[src/hw/rtl/chtsb_pkg.sv]
`default_nettype none
package chtsb_pkg;

  // default sizes of the table
  localparam int BUCKETS_DEF = 16;
  localparam int SLOTS_DEF   = 8;

  // fixed field widths
  localparam int KEY_W    = 31;
  localparam int MODE_W   = 2;
  localparam int STATUS_W = 2;
  localparam int BUCKET_W = 4;

  typedef enum logic [MODE_W-1:0] {
    MODE_INSERT = 2'd0,
    MODE_SEARCH = 2'd1,
    MODE_DELETE = 2'd2
  } mode_e;

  typedef enum logic [STATUS_W-1:0] {
    ST_OK        = 2'd0,
    ST_NOT_FOUND = 2'd1,
    ST_FULL      = 2'd2
  } status_e;

  typedef logic [KEY_W-1:0]    key_t;
  typedef logic [BUCKET_W-1:0] bucket_t;

  typedef struct packed {
    mode_e mode;
    key_t  key;
  } in_item_t;

  typedef struct packed {
    status_e status;
    bucket_t bucket;
  } out_item_t;

  // outcome of one row update
  typedef struct packed {
    logic    wr;
    status_e status;
  } row_res_t;

  typedef enum logic [1:0] {
    S_CLEAR,
    S_IDLE,
    S_HASH,
    S_UPDATE
  } state_e;

endpackage
`default_nettype wire

[src/hw/rtl/chtsb_hash.sv]
`default_nettype none
module chtsb_hash #(
  parameter int BUCKETS = chtsb_pkg::BUCKETS_DEF,
  parameter int BW      = $clog2(BUCKETS)
) (
  input  wire logic                    clk,
  input  wire logic                    rst_n,
  input  wire logic                    start,
  input  wire chtsb_pkg::key_t         key,
  output logic                         done,
  output logic [BW-1:0]                bucket
);

  // reciprocal of the bucket count, scaled by 2^32
  localparam logic [63:0] MAGIC_W = (64'd1 << 32) / BUCKETS;
  localparam logic [31:0] MAGIC   = MAGIC_W[31:0];
  localparam logic [BW:0] BKT_C   = (BW+1)'(BUCKETS);
  localparam int          PROD_W  = chtsb_pkg::KEY_W + 32;

  logic                           v1_r;
  logic                           v2_r;
  logic [chtsb_pkg::KEY_W+31:0]   prod_r;
  chtsb_pkg::key_t                key1_r;
  logic [chtsb_pkg::KEY_W-1:0]    quot;
  logic [chtsb_pkg::KEY_W-1:0]    qb;
  logic [BW:0]                    rem_r;
  logic [BW:0]                    rem_fix;

  // stage valids
  always_ff @(posedge clk) begin
    if (!rst_n) begin
      v1_r <= 1'b0;
      v2_r <= 1'b0;
    end else begin
      v1_r <= start;
      v2_r <= v1_r;
    end
  end

  // estimated quotient, at most one low
  assign quot = prod_r[chtsb_pkg::KEY_W+31:32];
  assign qb   = quot * {{(chtsb_pkg::KEY_W-BW-1){1'b0}}, BKT_C};

  always_ff @(posedge clk) begin
    if (start) begin
      prod_r <= PROD_W'(key) * PROD_W'(MAGIC);
      key1_r <= key;
    end
    if (v1_r) begin
      rem_r <= (BW+1)'(key1_r - qb);
    end
  end

  // remainder is below twice the bucket count: one correction
  assign rem_fix = (rem_r >= BKT_C) ? (rem_r - BKT_C) : rem_r;
  assign bucket  = rem_fix[BW-1:0];
  assign done    = v2_r;

endmodule
`default_nettype wire

[src/hw/rtl/chtsb_row_upd.sv]
`default_nettype none
module chtsb_row_upd #(
  parameter int SLOTS = chtsb_pkg::SLOTS_DEF,
  parameter int FW    = $clog2(SLOTS + 1)
) (
  input  wire chtsb_pkg::mode_e                          mode,
  input  wire chtsb_pkg::key_t                           key,
  input  wire logic [FW-1:0]                             fill,
  input  wire logic [SLOTS-1:0][chtsb_pkg::KEY_W-1:0]    slots,
  output logic [SLOTS-1:0][chtsb_pkg::KEY_W-1:0]         slots_nxt,
  output logic [FW-1:0]                                  fill_nxt,
  output chtsb_pkg::row_res_t                            res
);

  localparam logic [FW-1:0] FULL_C = FW'(SLOTS);

  logic [SLOTS-1:0]                          lt;
  logic [SLOTS-1:0]                          eq;
  logic [SLOTS-1:0][chtsb_pkg::KEY_W-1:0]    ins_row;
  logic [SLOTS-1:0][chtsb_pkg::KEY_W-1:0]    del_row;
  logic                                      found;
  logic                                      full;

  // per-slot compare; keys below the fill count are sorted, so lt is a prefix
  for (genvar i = 0; i < SLOTS; i++) begin : g_lane
    localparam logic [FW-1:0] IDX = FW'(i);
    logic live;
    assign live = (IDX < fill);
    assign lt[i] = live && (slots[i] < key);
    assign eq[i] = live && (slots[i] == key);

    // insert: keep the smaller keys, place the key, shift the rest up
    if (i == 0) begin : g_first
      assign ins_row[i] = lt[i] ? slots[i] : key;
    end else begin : g_rest
      assign ins_row[i] = lt[i] ? slots[i] : (lt[i-1] ? key : slots[i-1]);
    end

    // delete: equal keys are contiguous, first one sits where lt ends
    if (i == SLOTS - 1) begin : g_last
      assign del_row[i] = slots[i];
    end else begin : g_mid
      assign del_row[i] = lt[i] ? slots[i] : slots[i+1];
    end
  end

  assign found = |eq;
  assign full  = (fill >= FULL_C);

  always_comb begin
    slots_nxt  = slots;
    fill_nxt   = fill;
    res.wr     = 1'b0;
    res.status = chtsb_pkg::ST_NOT_FOUND;
    case (mode)
      chtsb_pkg::MODE_INSERT: begin
        if (full) begin
          res.status = chtsb_pkg::ST_FULL;
        end else begin
          slots_nxt  = ins_row;
          fill_nxt   = fill + FW'(1);
          res.wr     = 1'b1;
          res.status = chtsb_pkg::ST_OK;
        end
      end
      chtsb_pkg::MODE_SEARCH: begin
        if (found) begin
          res.status = chtsb_pkg::ST_OK;
        end
      end
      chtsb_pkg::MODE_DELETE: begin
        if (found) begin
          slots_nxt  = del_row;
          fill_nxt   = fill - FW'(1);
          res.wr     = 1'b1;
          res.status = chtsb_pkg::ST_OK;
        end
      end
      default: begin
        res.status = chtsb_pkg::ST_NOT_FOUND;
      end
    endcase
  end

endmodule
`default_nettype wire

[src/hw/rtl/chained_hash_table_sorted_buckets.sv]
`default_nettype none
// channel  | ports                         | payload
// ---------+-------------------------------+----------------------------
// input    | in_valid, in_stall, in_data   | mode, key (in_item_t)
// result   | out_valid, out_stall, out_data| status, bucket (out_item_t)
//
// In a transaction two multiply stages form key mod BUCKETS, then the bucket
// row is read into a register, and then it is compared, shifted and written back.
// After reset a clearing pass zeroes the fill memory, one bucket per cycle, with
// in_stall high. Exactly one result per transaction.
// A finished result waits in the output register; the next transaction may be
// accepted meanwhile but its write-back waits until that register is free.
module chained_hash_table_sorted_buckets #(
  parameter int BUCKETS          = chtsb_pkg::BUCKETS_DEF,
  parameter int SLOTS_PER_BUCKET = chtsb_pkg::SLOTS_DEF
) (
  input  wire logic                 clk,
  input  wire logic                 rst_n,
  input  wire logic                 in_valid,
  output logic                      in_stall,
  input  wire chtsb_pkg::in_item_t  in_data,
  output logic                      out_valid,
  input  wire logic                 out_stall,
  output chtsb_pkg::out_item_t      out_data
);

  localparam int BW = $clog2(BUCKETS);
  localparam int FW = $clog2(SLOTS_PER_BUCKET + 1);
  localparam logic [BW-1:0] LAST_B = BW'(BUCKETS - 1);

  chtsb_pkg::state_e state_r;
  chtsb_pkg::state_e state_nxt;

  // bucket memories: fill count and sorted slot row
  logic [FW-1:0]                                        fill_mem [BUCKETS];
  logic [SLOTS_PER_BUCKET-1:0][chtsb_pkg::KEY_W-1:0]    slot_mem [BUCKETS];

  logic [FW-1:0]                                        fill_rd_r;
  logic [SLOTS_PER_BUCKET-1:0][chtsb_pkg::KEY_W-1:0]    slot_rd_r;
  logic [SLOTS_PER_BUCKET-1:0][chtsb_pkg::KEY_W-1:0]    slots_nxt;
  logic [FW-1:0]                                        fill_nxt;
  chtsb_pkg::row_res_t                                  res;

  logic [BW-1:0]        clr_cnt_r;
  logic [BW-1:0]        bkt_r;
  logic [BW-1:0]        hash_bkt;
  logic                 hash_done;
  logic                 hash_start;
  chtsb_pkg::mode_e     mode_r;
  chtsb_pkg::key_t      key_r;
  logic                 rd_en;
  logic                 upd_go;
  logic                 out_free;
  logic                 out_valid_r;
  chtsb_pkg::out_item_t out_data_r;

  chtsb_hash #(
    .BUCKETS (BUCKETS),
    .BW      (BW)
  ) u_hash (
    .clk    (clk),
    .rst_n  (rst_n),
    .start  (hash_start),
    .key    (in_data.key),
    .done   (hash_done),
    .bucket (hash_bkt)
  );

  chtsb_row_upd #(
    .SLOTS (SLOTS_PER_BUCKET),
    .FW    (FW)
  ) u_row (
    .mode      (mode_r),
    .key       (key_r),
    .fill      (fill_rd_r),
    .slots     (slot_rd_r),
    .slots_nxt (slots_nxt),
    .fill_nxt  (fill_nxt),
    .res       (res)
  );

  assign out_free = !out_valid_r || !out_stall;

  // sequencer
  always_comb begin
    state_nxt  = state_r;
    in_stall   = 1'b1;
    hash_start = 1'b0;
    rd_en      = 1'b0;
    upd_go     = 1'b0;
    unique case (state_r)
      chtsb_pkg::S_CLEAR: begin
        if (clr_cnt_r == LAST_B) begin
          state_nxt = chtsb_pkg::S_IDLE;
        end
      end
      chtsb_pkg::S_IDLE: begin
        in_stall = 1'b0;
        if (in_valid) begin
          hash_start = 1'b1;
          state_nxt  = chtsb_pkg::S_HASH;
        end
      end
      chtsb_pkg::S_HASH: begin
        if (hash_done) begin
          rd_en     = 1'b1;
          state_nxt = chtsb_pkg::S_UPDATE;
        end
      end
      chtsb_pkg::S_UPDATE: begin
        if (out_free) begin
          upd_go    = 1'b1;
          state_nxt = chtsb_pkg::S_IDLE;
        end
      end
      default: begin
        state_nxt = chtsb_pkg::S_IDLE;
      end
    endcase
  end

  always_ff @(posedge clk) begin
    if (!rst_n) begin
      state_r   <= chtsb_pkg::S_CLEAR;
      clr_cnt_r <= '0;
    end else begin
      state_r <= state_nxt;
      if (state_r == chtsb_pkg::S_CLEAR) begin
        clr_cnt_r <= clr_cnt_r + BW'(1);
      end
    end
  end

  // capture the transaction
  always_ff @(posedge clk) begin
    if (hash_start) begin
      mode_r <= in_data.mode;
      key_r  <= in_data.key;
    end
    if (rd_en) begin
      bkt_r <= hash_bkt;
    end
  end

  // memory ports: one read, one write per cycle
  always_ff @(posedge clk) begin
    if (rd_en) begin
      fill_rd_r <= fill_mem[hash_bkt];
      slot_rd_r <= slot_mem[hash_bkt];
    end
    if (state_r == chtsb_pkg::S_CLEAR) begin
      fill_mem[clr_cnt_r] <= '0;
    end else if (upd_go && res.wr) begin
      fill_mem[bkt_r] <= fill_nxt;
      slot_mem[bkt_r] <= slots_nxt;
    end
  end

  // output register
  always_ff @(posedge clk) begin
    if (!rst_n) begin
      out_valid_r <= 1'b0;
    end else if (upd_go) begin
      out_valid_r <= 1'b1;
    end else if (!out_stall) begin
      out_valid_r <= 1'b0;
    end
  end

  always_ff @(posedge clk) begin
    if (upd_go) begin
      out_data_r.status <= res.status;
      out_data_r.bucket <= chtsb_pkg::bucket_t'(bkt_r);
    end
  end

  assign out_valid = out_valid_r;
  assign out_data  = out_data_r;

endmodule
`default_nettype wire

[config.mk]
export PLATFORM = sky130hd
export DESIGN_NAME = chained_hash_table_sorted_buckets
export DESIGN_NICKNAME = d
export VERILOG_FILES = /design/src/hw/rtl/chtsb_pkg.sv /design/src/hw/rtl/chtsb_hash.sv /design/src/hw/rtl/chtsb_row_upd.sv /design/src/hw/rtl/chained_hash_table_sorted_buckets.sv
export SDC_FILE = /design/constraint.sdc
export NUM_CORES = 2
export LEC_CHECK = 0
export ABC_AREA = 0
export BUFFER_PORTS_ARGS = -buffer_cell sky130_fd_sc_hd__buf_2
export CORE_UTILIZATION = 60
export CTS_CLUSTER_SIZE = 40
export DETAILED_ROUTE_END_ITERATION = 6
export PLACE_DENSITY = 0.75
export SETUP_SLACK_MARGIN = 0.5
export SYNTH_ARGS = -nofsm -noshare
export SYNTH_HDL_FRONTEND = slang
export SYNTH_SLANG_ARGS = --single-unit
[constraint.sdc]
create_clock -name clk -period 34.4 [get_ports clk]
set_input_delay 3.44 -clock clk [delete_from_list [all_inputs] [get_ports clk]]
set_output_delay 3.44 -clock clk [all_outputs]
set_load 0.005 [all_outputs]
==> results.toml <==
[outcome]
status = "complete, but fails checks"
violations = "capacitance limit, slew limit"

[die]
fp.dieH_um = 539.4
coreArea_um2 = 286200
start_util_pct = 60.54
pin_count = 45
die_x_um = 539.4
num_rows = 196
dieArea_um2 = 290900

[critical_path]
r2r_cells = 15
critical-path-top-delay-family = "buffers and inverters"
cp_num_buf_inv = 5
crit_type = "register to register"
r2r-end = "slot_mem[0][66]$_DFFE_PP_"
cpPeakStageDelay_ns = 0.99
r2r-start = "u_hash.key1_r[7]$_DFFE_PP_"
worstPathCellList = "inv_1, ha_1, and4_1, nor4bb_1, nand3_1, o2111ai_1, o211a_4, nor2_1, buf_4, or3_4, or3_1, nor2_4, buf_4, buf_4, buf_4"
critPathLaunchType = "register"
endpoint = "slot_mem[0][66]$_DFFE_PP_"
cp_common_cell = "buf_4"
worstPathMaxFanout = 51
cp_slowest_cell = "buf_4"
crit_start = "u_hash.key1_r[7]$_DFFE_PP_"
r2r_slack_ns = 25.74
cp.depth = 15
cp-end-kind = "register"
critical_path_required_ns = 34.95
crit_arrival_ns = 9.21

[clock_network]
cts_max_level = 5
post_cts_buffers = 0
ctsHoldBuffers = 0
cts_sinks = 4340
clock_path_buffers = 4
path_clk_slew_ns = 0.06
cts_buffers = 418
clk_latency_ns = 0.99
cts_tree = "done"
cts_resized = 0
cts-root-buf = "clkbuf_16"

[job]
max_cap_viol_count = 2

[global_routing]
grt.total_usage_pct = 32.51
grt_pass1_wl_mm = 663.1
grt_pass1_vias = 88304
grt_max_degree = 155
globalRouteOverflowTotal = 0
antenna_found_initial = 32

[power]
p_sw_mw = 2.015
p_seq_share_pct = 55.7
power_frac_comb_pct = 0.2
internal_power_mw = 8.270
p_per_area_nw_per_um2 = 53.36
vdd_ir_drop_max_v = 0.00004898
p_leak_nw = 61.18
power.clock.fraction_pct = 44.1
p_sw_share_pct = 19.59

[drt]
drtIter0Drc = 12626
drc = 0
ant_nets = 0
vias = 88247
first_pass_iters = 6
viasPerCell = 7.088
wl_per_cell_um = 37.80
drt_wl_total_mm = 470.7

[finish]
final_nets = 8612
layout_commonest_cell = "edfxtp_1"
layout_common_cells = "4331 x edfxtp_1, 1204 x mux4_2, 420 x clkbuf_16, 278 x nor2_1, 256 x ha_1"
n_fill_cell = 17241
layout-drive-gt1-share_pct = 25.31
area_growth_pct = 11.24

[sta]
hold_viol_final = 0
timing.final.crit_share_pct = 25.17
finalWorstSetupSlack_ns = 25.74
rsz0062_at_grt = "false"
setup_viol = 0
setup_tns_ns = 0
report.final.slew_viol_count = 66
fmax_mhz = 115.5
min_period_ns = 8.658
fin_skew_ns = 0.06769
worstMarginPinSlew_ns = 1.613
slew_headroom_pct = -8.678

[synth]
synth_top_flop_cell = "edfxtp_1"
ys_seq_area_share_pct = 75.16
synth_edf_count = 4331
ys_ff_latch = 4340
async_flop_share_pct = 0
syn_inst = 8022
synth_nets = 8315
netlist_area_um2 = 173300
synth_cell_types = 63
ys_warn_count = 0
avgSynthCellArea_um2 = 21.60

[place]
port_buffers = 44
post-dp-hpwl_mm = 263.8
dp_slack_ns = 25.69
place_congestion = 0.9499

[hold_path]
hp-class = "register to register"
[synth_stat cells (4+ instances only)]
library cell,n,share of area (%)
nand3b_1,4,0.017
mux2_2,23,0.15
ha_1,256,1.8
o2bb2ai_1,31,0.16
nand4_1,53,0.19
nand2_1,180,0.39
buf_2,40,0.12
mux4_2,1204,16
o21ai_2,4,0.020
and3_1,8,0.029
nand3_1,38,0.11
a221oi_1,7,0.035
nor3_1,16,0.046
nor4_1,8,0.029
o211a_1,4,0.023
o211ai_1,7,0.030
inv_1,63,0.14
buf_1,127,0.28
nor2_1,298,0.65
o21ai_0,158,0.46
and2_1,9,0.032
or2_2,6,0.022
nand2b_1,10,0.036
a311oi_1,29,0.15
o22ai_1,9,0.032
a22o_1,31,0.16
edfxtp_1,4331,75
nor2b_1,73,0.26
a211oi_1,67,0.29
clkbuf_1,268,0.58
a21oi_1,227,0.66
a22oi_1,55,0.24
mux2i_1,186,1.1
nor3b_1,6,0.026
a221o_1,70,0.40
a211o_1,34,0.17
a21o_1,29,0.13
or3_1,6,0.022
dfxtp_1,9,0.10
[worst reg2reg max path: cells and delay by family (launching register included)]
kind | cells | cell delay (ns)
buffers and inverters | 5 | 3.39
AND/OR/NAND/NOR | 7 | 3.27
AO/OA/AOI/OAI | 2 | 0.67
flip-flops | 1 | 0.53
adder cells (fa/ha/maj) | 1 | 0.38
[registers in the layout, indices dropped and copies added, names as in the netlist]
name           count
mode_r             2
bkt_r              4
slot_mem        3968
out_valid          1
clr_cnt_r          4
slot_rd_r        248
u_hash.rem_r       4
u_hash.v1_r        1
u_hash.done        1
state_r            2
out_data           6
u_hash.key1_r     31
fill_rd_r          4
fill_mem          64
[worst min-delay path by stage]
| stage | startpoint | endpoint | slack, ns | depth (start not counted) |
|---|---|---|---|---|
| 3_3_place_gp | state_r[0]$_SDFFE_PN0P_ | state_r[0]$_SDFFE_PN0P_ | 0.54 | 1 |
| 6_report | bkt_r[2]$_DFFE_PP_ | out_data[2]$_DFFE_PP_ | 0.57 | 0 |
| 4_1_cts | bkt_r[2]$_DFFE_PP_ | out_data[2]$_DFFE_PP_ | 0.57 | 0 |
| 2_1_floorplan | u_hash.rem_r[0]$_DFFE_PP_ | bkt_r[0]$_DFFE_PP_ | 0.42 | 0 |
| 5_1_grt | bkt_r[2]$_DFFE_PP_ | out_data[2]$_DFFE_PP_ | 0.59 | 0 |
| 3_5_place_dp | bkt_r[2]$_DFFE_PP_ | out_data[2]$_DFFE_PP_ | 0.56 | 0 |
[cell families (layout without fill, tap and decap cells)]
kind of cell	after synthesis	count (layout)	synth area share (%)
flops	4340	4340	75.16
mux	1413	1413	16.87
compound gates	783	783	3.052
simple gates	728	728	1.932
buf+inv	499	1143	1.114
fa+ha+maj	256	256	1.849
xor+xnor	3	3	0.01517
other cells	0	23	0
[layout make-up]
type                    instances  area, um^2  area share, %
flip-flops and latches       4340      130200          67.57
inverters                      63       236.5         0.1227
well taps                    3762        4707          2.442
multi-input cells            3183       41520          21.54
repair buffers                313        2552          1.324
clock inverters               248        2551          1.324
clock buffers                 519       10880          5.646
diodes                         23       57.56        0.02986
[power groups by stage]
| stage | Combinational, mW | Sequential [mW] | Clock [mW] |
|---|---|---|---|
| after floorplan | 0.00837 | 5.84 | 0 |
| after global placement | 0.0195 | 5.84 | 0 |
| after detailed placement | 0.0195 | 5.84 | 0 |
| after CTS | 0.0196 | 5.73 | 4.57 |
| after global routing | 0.0199 | 5.73 | 4.77 |
| final | 0.0197 | 5.73 | 4.54 |
[metal layers]
layer	wire [um]	track usage (%)	up-vias
met5	188	0	-
met1	172000	44.47	46530
met3	49380	6.811	1005
li1	-	-	34626
met4	23740	14.31	26
met2	225400	51.33	6060
[stage by stage]
| step | std cells | util, % | instance area (um^2) | power (mW) | hold slack, ns |
|---|---|---|---|---|---|
| after floorplan | 8022 | - | 173300 | 5.850 | 0.4206 |
| after global placement | 11660 | 62.63 | 179200 | 5.862 | 0.5379 |
| after detailed placement | 11660 | 62.63 | 179200 | 5.862 | 0.5566 |
| after CTS | 12427 | 67.32 | 192700 | 10.32 | 0.5716 |
| after global routing | 12443 | 67.34 | 192700 | 10.51 | 0.5906 |
| final | 12451 | 67.35 | 192700 | 10.28 | 0.5732 |
(Power assumes the default switching activity.)
